--- src/rtl/core/bfha_pkg.sv ---
// Shared constants, types and status codes of the best-fit heap allocator.
// Used by the channel interfaces, the block table and the sequencer.
`timescale 1ns / 1ps
package bfha_pkg;

   localparam int HEAP_BYTES   = 65536;
   localparam int HEADER_BYTES = 20;
   localparam int ALIGN_BYTES  = 4096;
   localparam int MAX_BLOCKS   = 64;

   localparam int IDX_W   = $clog2(MAX_BLOCKS);
   localparam int CNT_W   = $clog2(MAX_BLOCKS + 1);
   localparam int OFF_W   = $clog2(HEAP_BYTES);
   localparam int SIZE_W  = OFF_W;
   localparam int ADDR_W  = 32;
   localparam int REQ_W   = 17;
   localparam int SUM_W   = ADDR_W + 3;
   localparam int ALIGN_W = $clog2(ALIGN_BYTES);

   localparam logic [SUM_W-1:0] HDR_SUM   = SUM_W'(HEADER_BYTES);
   localparam logic [SUM_W-1:0] HEAP_SUM  = SUM_W'(HEAP_BYTES);
   localparam logic [SUM_W-1:0] ALIGN_M1  = SUM_W'(ALIGN_BYTES - 1);
   localparam logic [SUM_W-1:0] ALIGN_MSK = ~ALIGN_M1;

   typedef enum logic [2:0] {
      STAT_OK       = 3'd0,
      STAT_ZERO     = 3'd1,
      STAT_NOFIT    = 3'd2,
      STAT_FULL     = 3'd3,
      STAT_RANGE    = 3'd4,
      STAT_NOTBLOCK = 3'd5,
      STAT_DOUBLE   = 3'd6
   } status_type;

   typedef enum logic {
      OP_ALLOC = 1'b0,
      OP_FREE  = 1'b1
   } op_type;

   typedef struct packed {
      logic [OFF_W-1:0]  off;
      logic [SIZE_W-1:0] size;
      logic              is_free;
   } entry_type;

   typedef struct packed {
      logic             we;
      logic [IDX_W-1:0] waddr;
      entry_type        wdata;
      logic [IDX_W-1:0] raddr;
   } tbl_req_type;

endpackage

--- src/rtl/core/bfha_if.sv ---
// Valid/ready channel interfaces of the allocator: request, response, register write.
// Depends on bfha_pkg for the field widths.
`timescale 1ns / 1ps
interface bfha_req_if;
   logic                        valid;
   logic                        ready;
   logic                        op;
   logic [bfha_pkg::REQ_W-1:0]  req_size;
   logic                        align_req;
   logic [bfha_pkg::ADDR_W-1:0] free_addr;
   modport source (output valid, op, req_size, align_req, free_addr, input ready);
   modport sink   (input valid, op, req_size, align_req, free_addr, output ready);
endinterface

interface bfha_rsp_if;
   logic                        valid;
   logic                        ready;
   logic [2:0]                  status;
   logic [bfha_pkg::ADDR_W-1:0] blk_addr;
   modport source (output valid, status, blk_addr, input ready);
   modport sink   (input valid, status, blk_addr, output ready);
endinterface

interface bfha_csr_if;
   logic                        valid;
   logic                        ready;
   logic [bfha_pkg::ADDR_W-1:0] data;
   modport source (output valid, data, input ready);
   modport sink   (input valid, data, output ready);
endinterface

--- src/rtl/core/best_fit_heap_allocator_top.sv ---
// Top level of the best-fit heap allocator with coalescing.
// Depends on bfha_pkg, the channel interfaces, bfha_ctrl and bfha_table.
`timescale 1ns / 1ps
// One request at a time: req_if.ready is high only while the block is idle and
// each request gives exactly one rsp_if beat. An allocation scans every valid entry
// of the block table through the single table read port (read, latency and evaluate
// states per entry), then moves each entry above the chosen block up to open room
// (a read and a write state per entry), and then writes up to three entries; a free
// scans up to its block, then closes the gap by moving the entries above it down.
// The heap_base register is written through csr_if, which is always ready and is
// to be written only while no request is in flight. No clearing pass follows reset.
module best_fit_heap_allocator_top (
   input logic     clock,
   input logic     reset,
   bfha_req_if.sink   req_if,
   bfha_rsp_if.source rsp_if,
   bfha_csr_if.sink   csr_if
);

   bfha_pkg::tbl_req_type tbl_req;
   bfha_pkg::entry_type   rd_data;

   assign csr_if.ready = 1'b1;

   bfha_ctrl u_ctrl (
      .clock         (clock),
      .reset         (reset),
      .req_valid     (req_if.valid),
      .req_ready     (req_if.ready),
      .req_op        (req_if.op),
      .req_size      (req_if.req_size),
      .req_align     (req_if.align_req),
      .req_free_addr (req_if.free_addr),
      .rsp_valid     (rsp_if.valid),
      .rsp_ready     (rsp_if.ready),
      .rsp_status    (rsp_if.status),
      .rsp_blk_addr  (rsp_if.blk_addr),
      .csr_valid     (csr_if.valid),
      .csr_data      (csr_if.data),
      .tbl_req       (tbl_req),
      .rd_data       (rd_data)
   );

   bfha_table u_table (
      .clock   (clock),
      .reset   (reset),
      .tbl_req (tbl_req),
      .rd_data (rd_data)
   );

endmodule

--- src/rtl/core/bfha_table.sv ---
// Block table memory: one write and one registered read port.
// Entry 0 reads as the whole-heap free block until first written. Depends on bfha_pkg.
`timescale 1ns / 1ps
module bfha_table (
   input  logic                 clock,
   input  logic                 reset,
   input  bfha_pkg::tbl_req_type tbl_req,
   output bfha_pkg::entry_type  rd_data
);

   bfha_pkg::entry_type mem [bfha_pkg::MAX_BLOCKS];
   bfha_pkg::entry_type rd_data_ff;
   bfha_pkg::entry_type init_ent;
   logic                ent0_ff;

   assign init_ent.off     = '0;
   assign init_ent.size    = bfha_pkg::SIZE_W'(bfha_pkg::HEAP_BYTES - bfha_pkg::HEADER_BYTES);
   assign init_ent.is_free = 1'b1;

   always_ff @(posedge clock) begin
      if (tbl_req.we) begin
         mem[tbl_req.waddr] <= tbl_req.wdata;
      end
      if (tbl_req.raddr == '0 && ent0_ff) begin
         rd_data_ff <= init_ent;
      end else begin
         rd_data_ff <= mem[tbl_req.raddr];
      end
   end

   always_ff @(posedge clock) begin
      if (reset) begin
         ent0_ff <= 1'b1;
      end else if (tbl_req.we && tbl_req.waddr == '0) begin
         ent0_ff <= 1'b0;
      end
   end

   assign rd_data = rd_data_ff;

endmodule

--- src/rtl/core/bfha_ctrl.sv ---
// Sequencer of the allocator: table scan, fit and merge arithmetic, shift and write-back.
// Depends on bfha_pkg; drives the table port of bfha_table.
`timescale 1ns / 1ps
module bfha_ctrl (
   input  logic                         clock,
   input  logic                         reset,
   input  logic                         req_valid,
   output logic                         req_ready,
   input  logic                         req_op,
   input  logic [bfha_pkg::REQ_W-1:0]   req_size,
   input  logic                         req_align,
   input  logic [bfha_pkg::ADDR_W-1:0]  req_free_addr,
   output logic                         rsp_valid,
   input  logic                         rsp_ready,
   output logic [2:0]                   rsp_status,
   output logic [bfha_pkg::ADDR_W-1:0]  rsp_blk_addr,
   input  logic                         csr_valid,
   input  logic [bfha_pkg::ADDR_W-1:0]  csr_data,
   output bfha_pkg::tbl_req_type        tbl_req,
   input  bfha_pkg::entry_type          rd_data
);

   localparam int CW = bfha_pkg::CNT_W;
   localparam int SW = bfha_pkg::SUM_W;
   localparam int IW = bfha_pkg::IDX_W;

   typedef enum logic [12:0] {
      S_IDLE       = 13'b0000000000001,
      S_SCAN_RD    = 13'b0000000000010,
      S_SCAN_LAT   = 13'b0000000000100,
      S_SCAN_EVAL  = 13'b0000000001000,
      S_NEXT_RD    = 13'b0000000010000,
      S_NEXT_LAT   = 13'b0000000100000,
      S_FREE_PLAN  = 13'b0000001000000,
      S_ALLOC_PLAN = 13'b0000010000000,
      S_ALLOC_FIN  = 13'b0000100000000,
      S_SHIFT_RD   = 13'b0001000000000,
      S_SHIFT_WR   = 13'b0010000000000,
      S_WRITE      = 13'b0100000000000,
      S_RESP       = 13'b1000000000000
   } state_type;

   state_type state_ff, state_in;
   logic [bfha_pkg::ADDR_W-1:0] base_ff, base_in, fa_ff, fa_in, daddr_ff, daddr_in;
   logic [CW-1:0] count_ff, count_in, i_ff, i_in, best_i_ff, best_i_in;
   logic [CW-1:0] sh_src_ff, sh_src_in, sh_cnt_ff, sh_cnt_in;
   logic [1:0]    sh_amt_ff, sh_amt_in, wr_sel_ff, wr_sel_in;
   logic          sh_up_ff, sh_up_in, op_ff, op_in, al_ff, al_in;
   logic          found_ff, found_in, next_ok_ff, next_ok_in;
   logic [bfha_pkg::REQ_W-1:0] req_ff, req_in;
   bfha_pkg::entry_type cur_ff, cur_in, prev_ff, prev_in, next_ff, next_in;
   bfha_pkg::entry_type best_ff, best_in;
   logic [SW-1:0] d0_ff, d0_in, e_ff, e_in, best_d0_ff, best_d0_in, best_da_ff, best_da_in;
   logic [SW-1:0] pad_ff, pad_in, rem_ff, rem_in;
   logic [2:0]    status_ff, status_in;
   logic          wr_vld_ff [3];
   logic          wr_vld_in [3];
   logic [IW-1:0] wr_addr_ff [3];
   logic [IW-1:0] wr_addr_in [3];
   bfha_pkg::entry_type wr_ent_ff [3];
   bfha_pkg::entry_type wr_ent_in [3];

   logic [SW-1:0] d0_c, e_c, da_c, fa_sum;
   logic          fit_c, range_bad, rem_big, has_pad, pf, nf;
   logic [1:0]    need;
   logic [CW-1:0] used_i, start_i, dst;

   function automatic logic [bfha_pkg::SIZE_W-1:0] SIZE_W_CAST(input logic [SW-1:0] v);
      return v[bfha_pkg::SIZE_W-1:0];
   endfunction

   function automatic logic [bfha_pkg::OFF_W-1:0] OFF_W_CAST(input logic [SW-1:0] v);
      return v[bfha_pkg::OFF_W-1:0];
   endfunction

   assign d0_c   = SW'(base_ff) + SW'(rd_data.off) + bfha_pkg::HDR_SUM;
   assign e_c    = d0_c + SW'(rd_data.size);
   assign da_c   = (al_ff && d0_ff[bfha_pkg::ALIGN_W-1:0] != '0)
                 ? ((d0_ff + bfha_pkg::HDR_SUM + bfha_pkg::ALIGN_M1) & bfha_pkg::ALIGN_MSK)
                 : d0_ff;
   assign fit_c  = (da_c + SW'(req_ff)) <= e_ff;
   assign fa_sum = SW'(fa_ff);
   assign range_bad = (req_free_addr == '0) || (req_free_addr < base_ff)
                    || (SW'(req_free_addr) >= SW'(base_ff) + bfha_pkg::HEAP_SUM);
   assign rem_big = rem_ff > bfha_pkg::HDR_SUM;
   assign has_pad = pad_ff != '0;
   assign need    = {1'b0, has_pad} + {1'b0, rem_big};
   assign used_i  = best_i_ff + CW'(has_pad);
   assign pf      = (i_ff != '0) && prev_ff.is_free;
   assign nf      = next_ok_ff && next_ff.is_free;
   assign start_i = i_ff + (nf ? CW'(2) : CW'(1));
   assign dst     = sh_up_ff ? sh_src_ff + CW'(sh_amt_ff) : sh_src_ff - CW'(sh_amt_ff);

   always_comb begin
      tbl_req.we    = 1'b0;
      tbl_req.waddr = dst[IW-1:0];
      tbl_req.wdata = rd_data;
      tbl_req.raddr = i_ff[IW-1:0];
      case (state_ff)
         S_NEXT_RD:  tbl_req.raddr = IW'(i_ff + CW'(1));
         S_SHIFT_RD: tbl_req.raddr = sh_src_ff[IW-1:0];
         S_SHIFT_WR: tbl_req.we = 1'b1;
         S_WRITE: begin
            tbl_req.we    = wr_vld_ff[wr_sel_ff];
            tbl_req.waddr = wr_addr_ff[wr_sel_ff];
            tbl_req.wdata = wr_ent_ff[wr_sel_ff];
         end
         default: ;
      endcase
   end

   always_comb begin
      state_in = state_ff;   base_in = base_ff;     fa_in = fa_ff;
      daddr_in = daddr_ff;   count_in = count_ff;   i_in = i_ff;
      best_i_in = best_i_ff; sh_src_in = sh_src_ff; sh_cnt_in = sh_cnt_ff;
      sh_amt_in = sh_amt_ff; wr_sel_in = wr_sel_ff; sh_up_in = sh_up_ff;
      op_in = op_ff;         al_in = al_ff;         found_in = found_ff;
      next_ok_in = next_ok_ff; req_in = req_ff;     cur_in = cur_ff;
      prev_in = prev_ff;     next_in = next_ff;     best_in = best_ff;
      d0_in = d0_ff;         e_in = e_ff;           best_d0_in = best_d0_ff;
      best_da_in = best_da_ff; pad_in = pad_ff;     rem_in = rem_ff;
      status_in = status_ff;
      for (int k = 0; k < 3; k++) begin
         wr_vld_in[k]  = wr_vld_ff[k];
         wr_addr_in[k] = wr_addr_ff[k];
         wr_ent_in[k]  = wr_ent_ff[k];
      end
      if (csr_valid) begin
         base_in = csr_data;
      end
      case (state_ff)
         S_IDLE: begin
            if (req_valid) begin
               op_in = req_op; req_in = req_size; al_in = req_align; fa_in = req_free_addr;
               daddr_in = '0; i_in = '0; found_in = 1'b0; next_ok_in = 1'b0;
               state_in = S_SCAN_RD;
               if (req_op == bfha_pkg::OP_ALLOC && req_size == '0) begin
                  status_in = bfha_pkg::STAT_ZERO;
                  state_in  = S_RESP;
               end else if (req_op == bfha_pkg::OP_FREE && range_bad) begin
                  status_in = bfha_pkg::STAT_RANGE;
                  state_in  = S_RESP;
               end
            end
         end
         S_SCAN_RD: state_in = S_SCAN_LAT;
         S_SCAN_LAT: begin
            cur_in = rd_data; d0_in = d0_c; e_in = e_c;
            state_in = S_SCAN_EVAL;
         end
         S_SCAN_EVAL: begin
            if (op_ff == bfha_pkg::OP_ALLOC) begin
               if (cur_ff.is_free && fit_c && (!found_ff || cur_ff.size < best_ff.size)) begin
                  found_in = 1'b1; best_i_in = i_ff; best_in = cur_ff;
                  best_d0_in = d0_ff; best_da_in = da_c;
               end
               i_in = i_ff + CW'(1);
               state_in = (i_ff + CW'(1) == count_ff) ? S_ALLOC_PLAN : S_SCAN_RD;
            end else if (d0_ff == fa_sum) begin
               if (cur_ff.is_free) begin
                  status_in = bfha_pkg::STAT_DOUBLE;
                  state_in  = S_RESP;
               end else begin
                  state_in = (i_ff + CW'(1) < count_ff) ? S_NEXT_RD : S_FREE_PLAN;
               end
            end else begin
               prev_in = cur_ff;
               i_in = i_ff + CW'(1);
               if (i_ff + CW'(1) == count_ff) begin
                  status_in = bfha_pkg::STAT_NOTBLOCK;
                  state_in  = S_RESP;
               end else begin
                  state_in = S_SCAN_RD;
               end
            end
         end
         S_NEXT_RD: state_in = S_NEXT_LAT;
         S_NEXT_LAT: begin
            next_in = rd_data; next_ok_in = 1'b1;
            state_in = S_FREE_PLAN;
         end
         S_FREE_PLAN: begin
            wr_vld_in[0] = 1'b1; wr_vld_in[1] = 1'b0; wr_vld_in[2] = 1'b0;
            if (pf) begin
               wr_addr_in[0] = IW'(i_ff - CW'(1));
               wr_ent_in[0].off = prev_ff.off;
               wr_ent_in[0].size = SIZE_W_CAST(SW'(prev_ff.size) + SW'(cur_ff.size)
                  + bfha_pkg::HDR_SUM + (nf ? SW'(next_ff.size) + bfha_pkg::HDR_SUM : '0));
            end else begin
               wr_addr_in[0] = i_ff[IW-1:0];
               wr_ent_in[0].off = cur_ff.off;
               wr_ent_in[0].size = nf ? SIZE_W_CAST(SW'(cur_ff.size) + SW'(next_ff.size)
                  + bfha_pkg::HDR_SUM) : cur_ff.size;
            end
            wr_ent_in[0].is_free = 1'b1;
            sh_up_in  = 1'b0;
            sh_src_in = start_i;
            sh_amt_in = {1'b0, pf} + {1'b0, nf};
            sh_cnt_in = (pf || nf) && start_i < count_ff ? count_ff - start_i : '0;
            count_in  = count_ff - CW'({1'b0, pf} + {1'b0, nf});
            status_in = bfha_pkg::STAT_OK;
            state_in  = S_SHIFT_RD;
         end
         S_ALLOC_PLAN: begin
            if (!found_ff) begin
               status_in = bfha_pkg::STAT_NOFIT;
               state_in  = S_RESP;
            end else begin
               pad_in = best_da_ff - best_d0_ff;
               rem_in = SW'(best_ff.size) - (best_da_ff - best_d0_ff) - SW'(req_ff);
               state_in = S_ALLOC_FIN;
            end
         end
         S_ALLOC_FIN: begin
            if (count_ff + CW'(need) > CW'(bfha_pkg::MAX_BLOCKS)) begin
               status_in = bfha_pkg::STAT_FULL;
               state_in  = S_RESP;
            end else begin
               wr_vld_in[0] = has_pad;
               wr_addr_in[0] = best_i_ff[IW-1:0];
               wr_ent_in[0].off = best_ff.off;
               wr_ent_in[0].size = SIZE_W_CAST(pad_ff - bfha_pkg::HDR_SUM);
               wr_ent_in[0].is_free = 1'b1;
               wr_vld_in[1] = 1'b1;
               wr_addr_in[1] = used_i[IW-1:0];
               wr_ent_in[1].off = OFF_W_CAST(SW'(best_ff.off) + pad_ff);
               wr_ent_in[1].size = rem_big ? SIZE_W_CAST(SW'(req_ff))
                                 : SIZE_W_CAST(SW'(best_ff.size) - pad_ff);
               wr_ent_in[1].is_free = 1'b0;
               wr_vld_in[2] = rem_big;
               wr_addr_in[2] = IW'(used_i + CW'(1));
               wr_ent_in[2].off = OFF_W_CAST(SW'(best_ff.off) + pad_ff
                                 + bfha_pkg::HDR_SUM + SW'(req_ff));
               wr_ent_in[2].size = SIZE_W_CAST(rem_ff - bfha_pkg::HDR_SUM);
               wr_ent_in[2].is_free = 1'b1;
               sh_up_in  = 1'b1;
               sh_src_in = count_ff - CW'(1);
               sh_amt_in = need;
               sh_cnt_in = (need == '0) ? '0 : count_ff - CW'(1) - best_i_ff;
               count_in  = count_ff + CW'(need);
               daddr_in  = best_da_ff[bfha_pkg::ADDR_W-1:0];
               status_in = bfha_pkg::STAT_OK;
               state_in  = S_SHIFT_RD;
            end
         end
         S_SHIFT_RD: begin
            wr_sel_in = '0;
            state_in = (sh_cnt_ff == '0) ? S_WRITE : S_SHIFT_WR;
         end
         S_SHIFT_WR: begin
            sh_src_in = sh_up_ff ? sh_src_ff - CW'(1) : sh_src_ff + CW'(1);
            sh_cnt_in = sh_cnt_ff - CW'(1);
            state_in  = S_SHIFT_RD;
         end
         S_WRITE: begin
            wr_sel_in = wr_sel_ff + 2'd1;
            if (wr_sel_ff == 2'd2) begin
               state_in = S_RESP;
            end
         end
         S_RESP: begin
            if (rsp_ready) begin
               state_in = S_IDLE;
            end
         end
         default: state_in = S_IDLE;
      endcase
   end

   always_ff @(posedge clock) begin
      if (reset) begin
         state_ff <= S_IDLE;
         base_ff  <= '0;
         count_ff <= CW'(1);
      end else begin
         state_ff <= state_in;
         base_ff  <= base_in;
         count_ff <= count_in;
      end
   end

   always_ff @(posedge clock) begin
      fa_ff <= fa_in;         daddr_ff <= daddr_in;     i_ff <= i_in;
      best_i_ff <= best_i_in; sh_src_ff <= sh_src_in;   sh_cnt_ff <= sh_cnt_in;
      sh_amt_ff <= sh_amt_in; wr_sel_ff <= wr_sel_in;   sh_up_ff <= sh_up_in;
      op_ff <= op_in;         al_ff <= al_in;           found_ff <= found_in;
      next_ok_ff <= next_ok_in; req_ff <= req_in;       cur_ff <= cur_in;
      prev_ff <= prev_in;     next_ff <= next_in;       best_ff <= best_in;
      d0_ff <= d0_in;         e_ff <= e_in;             best_d0_ff <= best_d0_in;
      best_da_ff <= best_da_in; pad_ff <= pad_in;       rem_ff <= rem_in;
      status_ff <= status_in;
      for (int k = 0; k < 3; k++) begin
         wr_vld_ff[k]  <= wr_vld_in[k];
         wr_addr_ff[k] <= wr_addr_in[k];
         wr_ent_ff[k]  <= wr_ent_in[k];
      end
   end

   assign req_ready     = state_ff == S_IDLE;
   assign rsp_valid     = state_ff == S_RESP;
   assign rsp_status    = status_ff;
   assign rsp_blk_addr  = daddr_ff;

endmodule

--- src/flat_wrapper.sv ---
// flat-port wrapper written by rule: the top's interface ports become plain ports
module best_fit_heap_allocator_top_flat 
  (clock, reset, req_if_valid, req_if_op, req_if_req_size, req_if_align_req, req_if_free_addr, req_if_ready, rsp_if_valid, rsp_if_status, rsp_if_blk_addr, rsp_if_ready, csr_if_valid, csr_if_data, csr_if_ready);
  bfha_req_if req_if_i ();
  bfha_rsp_if rsp_if_i ();
  bfha_csr_if csr_if_i ();
  input logic clock;
  input logic reset;
  input wire logic [$bits(req_if_i.valid)-1:0] req_if_valid;
  input wire logic [$bits(req_if_i.op)-1:0] req_if_op;
  input wire logic [$bits(req_if_i.req_size)-1:0] req_if_req_size;
  input wire logic [$bits(req_if_i.align_req)-1:0] req_if_align_req;
  input wire logic [$bits(req_if_i.free_addr)-1:0] req_if_free_addr;
  output wire logic [$bits(req_if_i.ready)-1:0] req_if_ready;
  output wire logic [$bits(rsp_if_i.valid)-1:0] rsp_if_valid;
  output wire logic [$bits(rsp_if_i.status)-1:0] rsp_if_status;
  output wire logic [$bits(rsp_if_i.blk_addr)-1:0] rsp_if_blk_addr;
  input wire logic [$bits(rsp_if_i.ready)-1:0] rsp_if_ready;
  input wire logic [$bits(csr_if_i.valid)-1:0] csr_if_valid;
  input wire logic [$bits(csr_if_i.data)-1:0] csr_if_data;
  output wire logic [$bits(csr_if_i.ready)-1:0] csr_if_ready;
  assign req_if_i.valid = req_if_valid;
  assign req_if_i.op = req_if_op;
  assign req_if_i.req_size = req_if_req_size;
  assign req_if_i.align_req = req_if_align_req;
  assign req_if_i.free_addr = req_if_free_addr;
  assign req_if_ready = req_if_i.ready;
  assign rsp_if_valid = rsp_if_i.valid;
  assign rsp_if_status = rsp_if_i.status;
  assign rsp_if_blk_addr = rsp_if_i.blk_addr;
  assign rsp_if_i.ready = rsp_if_ready;
  assign csr_if_i.valid = csr_if_valid;
  assign csr_if_i.data = csr_if_data;
  assign csr_if_ready = csr_if_i.ready;
  best_fit_heap_allocator_top u_core (.clock(clock), .reset(reset), .req_if(req_if_i), .rsp_if(rsp_if_i), .csr_if(csr_if_i));
endmodule
--- config.mk ---
export PLATFORM = sky130hd
export DESIGN_NAME = best_fit_heap_allocator_top_flat
export DESIGN_NICKNAME = d
export VERILOG_FILES = /design/src/rtl/core/bfha_pkg.sv /design/src/rtl/core/bfha_if.sv /design/src/rtl/core/best_fit_heap_allocator_top.sv /design/src/rtl/core/bfha_table.sv /design/src/rtl/core/bfha_ctrl.sv /design/src/flat_wrapper.sv
export SDC_FILE = /design/constraint.sdc
export NUM_CORES = 2
export LEC_CHECK = 0
export ABC_AREA = 1
export BUFFER_PORTS_ARGS = -buffer_cell sky130_fd_sc_hd__buf_2
export CORE_MARGIN = 3
export CORE_UTILIZATION = 45
export CTS_BUF_LIST = sky130_fd_sc_hd__clkbuf_4
export DETAILED_ROUTE_END_ITERATION = 8
export HOLD_SLACK_MARGIN = 0.03
export SLEW_MARGIN = 20
export SYNTH_ARGS = -nofsm -noshare
export SYNTH_HDL_FRONTEND = slang
export SYNTH_SLANG_ARGS = --single-unit
--- constraint.sdc ---
create_clock -name clock -period 30.8 [get_ports clock]
set_clock_uncertainty 0.15 [all_clocks]
set_input_delay 9.24 -clock clock [delete_from_list [all_inputs] [get_ports clock]]
set_output_delay 9.24 -clock clock [all_outputs]
set_load 0.01 [all_outputs]
## Word-level counts from Yosys, hierarchy flattened

Memory sizes are Yosys's and may differ from the RTL's. A register that Yosys moved wholly into a read port is not among the register bits.
Cells that the tools add are included.

| cells by class | value |
|---|---|
| $lt $le $gt $ge | 8 |
| bitwise gates (word level) | 3 |
| mux-type cells | 75 |
| shifts and indexed selects | 0 |
| multiply operators | 0 |
| add/subtract/negate cells | 41 |
| equality and inequality tests | 32 |
| reductions and logical operators | 46 |
| div/mod/pow operators | 0 |

Operators by type and width:

| kind | count |
|---|---|
| one-hot mux 13 bit (12 select lines) | 1 |
| 2-to-1 mux 13 bit | 11 |
| 2-to-1 mux 99 bit | 1 |
| 2-to-1 mux 32 bit | 3 |
| adder 16 bit | 5 |
| adder 35 x 5 -> 35 bit (second input constant) | 2 |
| 2-to-1 mux 7 bit | 10 |
| 2-to-1 mux 66 bit | 1 |
| one-hot mux 33 bit (2 select lines) | 1 |
| adder 16 x 5 -> 16 bit (second input constant) | 4 |
| one-hot mux 32 bit (2 select lines) | 1 |
| 2-to-1 mux 16 bit | 3 |
| one-hot mux 7 bit (3 select lines) | 2 |
| 2-to-1 mux 39 bit | 1 |
| adder 35 x 12 -> 35 bit (second input constant) | 1 |
| adder 35 x 16 -> 35 bit | 1 |
| adder 35 x 17 -> 35 bit | 1 |
| equality test 35 x 32 -> 1 bit | 1 |
| greater-than comparator 35 x 5 -> 1 bit (second input constant) | 1 |
| <= comparator 35 bit | 1 |
| 2-to-1 mux 35 bit | 1 |
| nonzero test 35 bit | 1 |
| subtractor 16 x 35 -> 35 bit | 1 |
| subtractor 35 x 17 -> 35 bit | 1 |
| other kinds (74) | 149 |

| storage, ports and cells | value |
|---|---|
| latch bits | 0 |
| output and inout port bits | 38 |
| RAM bits | 2232 |
| bits in read-only memories | 0 |
| memories | 4 |
| logic and storage cells | 244 |
| register bits | 499 |
| input bits | 88 |

Memory list:

| memory | depth | width | read ports | clocked after Yosys merged registers in | wr ports | RTL line | RTL |
|---|---|---|---|---|---|---|---|
| u_core.u_table.mem | 64 | 33 | 1 | 1 | 1 | bfha_table.sv:11 | `bfha_pkg::entry_type mem [bfha_pkg::MAX_BLOCKS];` |
| u_core.u_ctrl.wr_ent_ff | 3 | 33 | 1 | 1 | 3 | bfha_ctrl.sv:60 | `bfha_pkg::entry_type wr_ent_ff [3];` |
| u_core.u_ctrl.wr_addr_ff | 3 | 6 | 1 | 1 | 3 | bfha_ctrl.sv:58 | `logic [IW-1:0] wr_addr_ff [3];` |
| u_core.u_ctrl.wr_vld_ff | 3 | 1 | 1 | 1 | 3 | bfha_ctrl.sv:56 | `logic wr_vld_ff [3];` |

## Logic depth before layout (Yosys ltp)

| logic depth | value |
|---|---|
| depth in word-level cells | 10 |
| mapped depth | 35 |
| depth with buffers taken out | 32 |

## By module

Synthesis repeated with hierarchy kept, for this count alone.

| unflattened totals | value |
|---|---|
| cells, all modules | 11891 |
| area, all modules | 127023.1 µm² |

By module, submodules not included:

| module | area an instance (µm²) | cells an instance | instances | seq. area each (µm²) |
|---|---|---|---|---|
| bfha_table | 85454.5 | 7163 | 1 | 64101.5 |
| bfha_ctrl | 41557.4 | 4726 | 1 | 17747.0 |
| best_fit_heap_allocator_top | 11.3 | 2 | 1 | 0.0 |

## Worst setup path after synthesis

OpenSTA, ideal clock, no wires.

| timing | value |
|---|---|
| path type | input to register |
| start point | in req_if_valid |
| end point | reg u_core.u_ctrl.status_ff[0] (netlist: u_core.u_ctrl.rsp_status[0]), enable pin |
| path slack | 18370 ps |
| cell stages on the path | 4 |
| path buffers | 0 |
| arrival time | 11933 ps |
| setup time | 347 ps |
| cell sequence | inv_1 -> nor2_1 -> nand2_1 -> a21boi_0 |

| between the ends | value |
|---|---|
| longest elaborated chain between the ends | 2 |

RTL lines:

| what | RTL line | RTL |
|---|---|---|
| start: declaration | flat_wrapper.sv:9 | `input wire logic [$bits(req_if_i.valid)-1:0] req_if_valid;` |
| != test 2 bit (no source line) | n/a |  |
| AND reduction 7 bit (no source line) | n/a |  |
| end signal: assignment | bfha_ctrl.sv:291 | `status_ff <= status_in;` |
| end: declaration | bfha_ctrl.sv:55 | `logic [2:0] status_ff, status_in;` |

No other way between the ends.
A chain may end at the register's enable or synchronous reset.

## Final worst setup path

| timing | value |
|---|---|
| start point | reg u_core.u_ctrl.state_ff[4] |
| end point | out req_if_ready |

| between the ends | value |
|---|---|
| longest elaborated chain between the ends | 1 |

RTL lines:

| what | RTL line | RTL |
|---|---|---|
| start: declaration | bfha_ctrl.sv:43 | `state_type state_ff, state_in;` |
| start signal: assignment | bfha_ctrl.sv:276 | `state_ff <= state_in;` |
| equality test 13 x 1 -> 1 bit | bfha_ctrl.sv:299 | `assign req_ready = state_ff == S_IDLE;` |
| end: declaration | flat_wrapper.sv:14 | `output wire logic [$bits(req_if_i.ready)-1:0] req_if_ready;` |

No other way between the ends.

==> run summary <==
chip width = 539 µm
row cnt = 194
Worst Max-Slew Pin Slew = 1.15 ns
worst r2r src = u_core.u_ctrl.d0_ff[4]
WL/cell = 25.1 µm
Highest Clock Rate = 80.6 MHz
Max-slew headroom = 23.7%
end of the critical path = req_if_ready
Final Total Pwr = 9.98 mW
final WL = 407 mm
power per cell area = 70.3 mW/mm²
switching share of power = 32.8%
startpoint types = register
clock root buffer = clkbuf_4
Max Cap Viol = 0
number of global-route vias before repair = 90252
Post-CTS Setup Bufs = 0
unrepaired setup endpoints after global routing = no
Mapped Cells = 11420
wire length of the first global-routing pass = 592 mm
final hold vios = 0
crit path kind = reg2out
# H-tree levels = 6
Post-Syn Area per Cell = 11.2 µm²
I/O Buffers = 124
CTS Buf Count = 720
fin area = 0.142 mm²
first-pass detailed-route iteration total = 6
Starting Density = 45.5%
Logic pwr share = 21.6%
commonest non-fill, non-tap cells in the layout = edfxtp_1, nand2_1, clkbuf_4
full die area = 0.290 mm²
Worst VDD drop = 0.0000523 V
Max FO, Critical Path = 7
Setup crit start = u_core.u_ctrl.state_ff[4]
# setup viols final = 0
initial antenna violation count = 20
Async SR Flop Fraction = 0%
Sinks on Clock Net = 2759
Reg clk slew, reported paths = 0.07 ns
area grow syn2layout = 11.3%
fin crit period = 12.41 ns
gr usage total = 27.2%
synthesized flop and latch total = 2759
Remaining DRCs = 0
ys flop type = edfxtp_1
Worst Hold Class = reg2reg
Post-DP HPWL = 246 mm
clock network fraction of design power = 31.5%
fin. max-slew vios = 0
r2r endpoint = u_core.u_ctrl.best_da_ff[9]
r2r worst-path depth = 33
GP Congestion = 0.926
arrival time worst endpoint = 3.02 ns
GRT overflow = 0
Core ar. = 0.281 mm²
r2r setup slk = 22.68 ns
hold_sp = u_core.u_ctrl.rem_ff[0]
status = completed
Internal = 6.71 mW
dpl ws = 18.20 ns
Post-CTS Hold Buffers = 0
Initial DRC Count = 9392
share of layout cells above drive strength 1 = 15.2%
fin worst setup slack = 18.39 ns
worst skew pair latency = 1.57 ns
Fin Setup TNS = 0 ns
Final period util = 40.3%
post-CTS sizing = 0
num ports = 126
largest net degree at the start of global routing = 161
required time worst endpoint = 21.41 ns
Leakage = 52.3 nW
clock buffer depth = 4
routed vias = 92182
Flop pwr share = 46.8%
post-route ant nets = 0
number of synthesized flops with an enable pin = 2671
Final nets = 12462
synthesis warning total = 0
NetSw = 3.28 mW
CTS tree = yes
Synth cell types = 69
die height = 539 µm
most common cell after layout, fill and taps aside = edfxtp_1
sequential-to-total area share from yosys stat = 64.2%
CP endpoint kind = output port
placed cell areas = 0.133 mm²
Vias/cell = 5.70
Synth Cell Area = 0.128 mm²
critical path, stage by stage (launching register included):
cell and delay (ns):
dfxtp_1 0.35, nor2_1 0.19, nand2_2 0.14, nor2_1 0.25, nand2_1 0.28, inv_1 0.15
buf_2 0.14
cell type report:
type	count	area, µm²
Sequential cell	2759	82000
Timing Repair Buffer	313	2170
Clock buffer	1026	7700
Tap cell	3724	4660
Antenna cell	7	17.5
Clock inverter	209	1290
Multi-Input combinational cell	7319	41100
Inverter	825	3120
Fill cell	25089	139000
sequential cells by signal (all words and copies together) (netlist names), 18 cells and up, named ones only:
signal                      flops
u_core.u_ctrl.base_ff          32
u_core.u_ctrl.best_d0_ff       34
u_core.u_ctrl.best_da_ff       35
u_core.u_ctrl.best_ff          32
u_core.u_ctrl.cur_ff           33
u_core.u_ctrl.d0_ff            34
u_core.u_ctrl.e_ff             35
u_core.u_ctrl.fa_ff            32
u_core.u_ctrl.pad_ff           35
u_core.u_ctrl.prev_ff          33
u_core.u_ctrl.rem_ff           35
u_core.u_ctrl.rsp_blk_addr     32
u_core.u_ctrl.wr_addr_ff       18
u_core.u_ctrl.wr_ent_ff        96
u_core.u_table.mem           2112
u_core.u_table.rd_data         33
logic make-up (layout without fill, tap and decap cells):
logic type	count (synthesis)	in the layout	share of synthesized area [%]
AOI/OAI and AO/OA	2253	2253	10.1
xor gates and xnor gates	301	301	2.07
adders and majority gates	436	436	4.55
buffers and inverters	1344	2373	4.37
DFF	2759	2759	64.2
muxes	13	13	0.102
other	2	11	0.00588
and+or+nand+nor	4312	4312	14.5
worst min path at each step:
stage	end	slack, ns	cells after the start
finish	u_core.u_ctrl.wr_ent_ff[2][1]	0.31	0
global route	u_core.u_ctrl.wr_ent_ff[2][1]	0.34	0
CTS	u_core.u_ctrl.wr_ent_ff[2][1]	0.32	0
detailed placement	u_core.u_ctrl.wr_ent_ff[2][1]	0.31	0
global placement	u_core.u_ctrl.wr_ent_ff[2][1]	0.30	0
floorplan	u_core.u_ctrl.best_i_ff[2]	0.27	0
metrics by stage:
step	instances	hold slack, ns	util, %
floorplan	11422	0.271	-
global placement	14938	0.304	47.3
detailed placement	14939	0.306	47.3
CTS	16174	0.319	50.5
global route	16178	0.338	50.6
finish	16182	0.311	50.6
cells in the mapped netlist (all sizes together) (234+ instances only):
master	number	area share, %
nor2	1044	3.2
clkbuf	234	0.69
inv	818	2.4
o21ai	1039	4.1
nand3	680	2.7
edfxtp	2671	63
buf	285	1.2
a21oi	500	2.0
or2	300	1.5
ha	389	3.8
nand2	2026	6.0
o211ai	415	2.4
routing by layer:
metal,wire length (µm),GRT usage (%),vias up
li1,-,-,42058
met1,171000,37.3,45334
met2,186000,43.0,4088
met3,35400,5.23,696
met4,14700,10.4,6
met5,39,0,-
power groups by stage:
stage	sequential (mW)	clock [mW]	combinational, mW
6_report	4.67	3.15	2.16
5_1_grt	4.67	3.42	2.33
4_1_cts	4.67	3.22	2.12
3_5_place_dp	4.75	0	2.11
3_3_place_gp	4.75	0	2.07
2_1_floorplan	4.74	0	1.25
(Power assumes the default switching activity.)
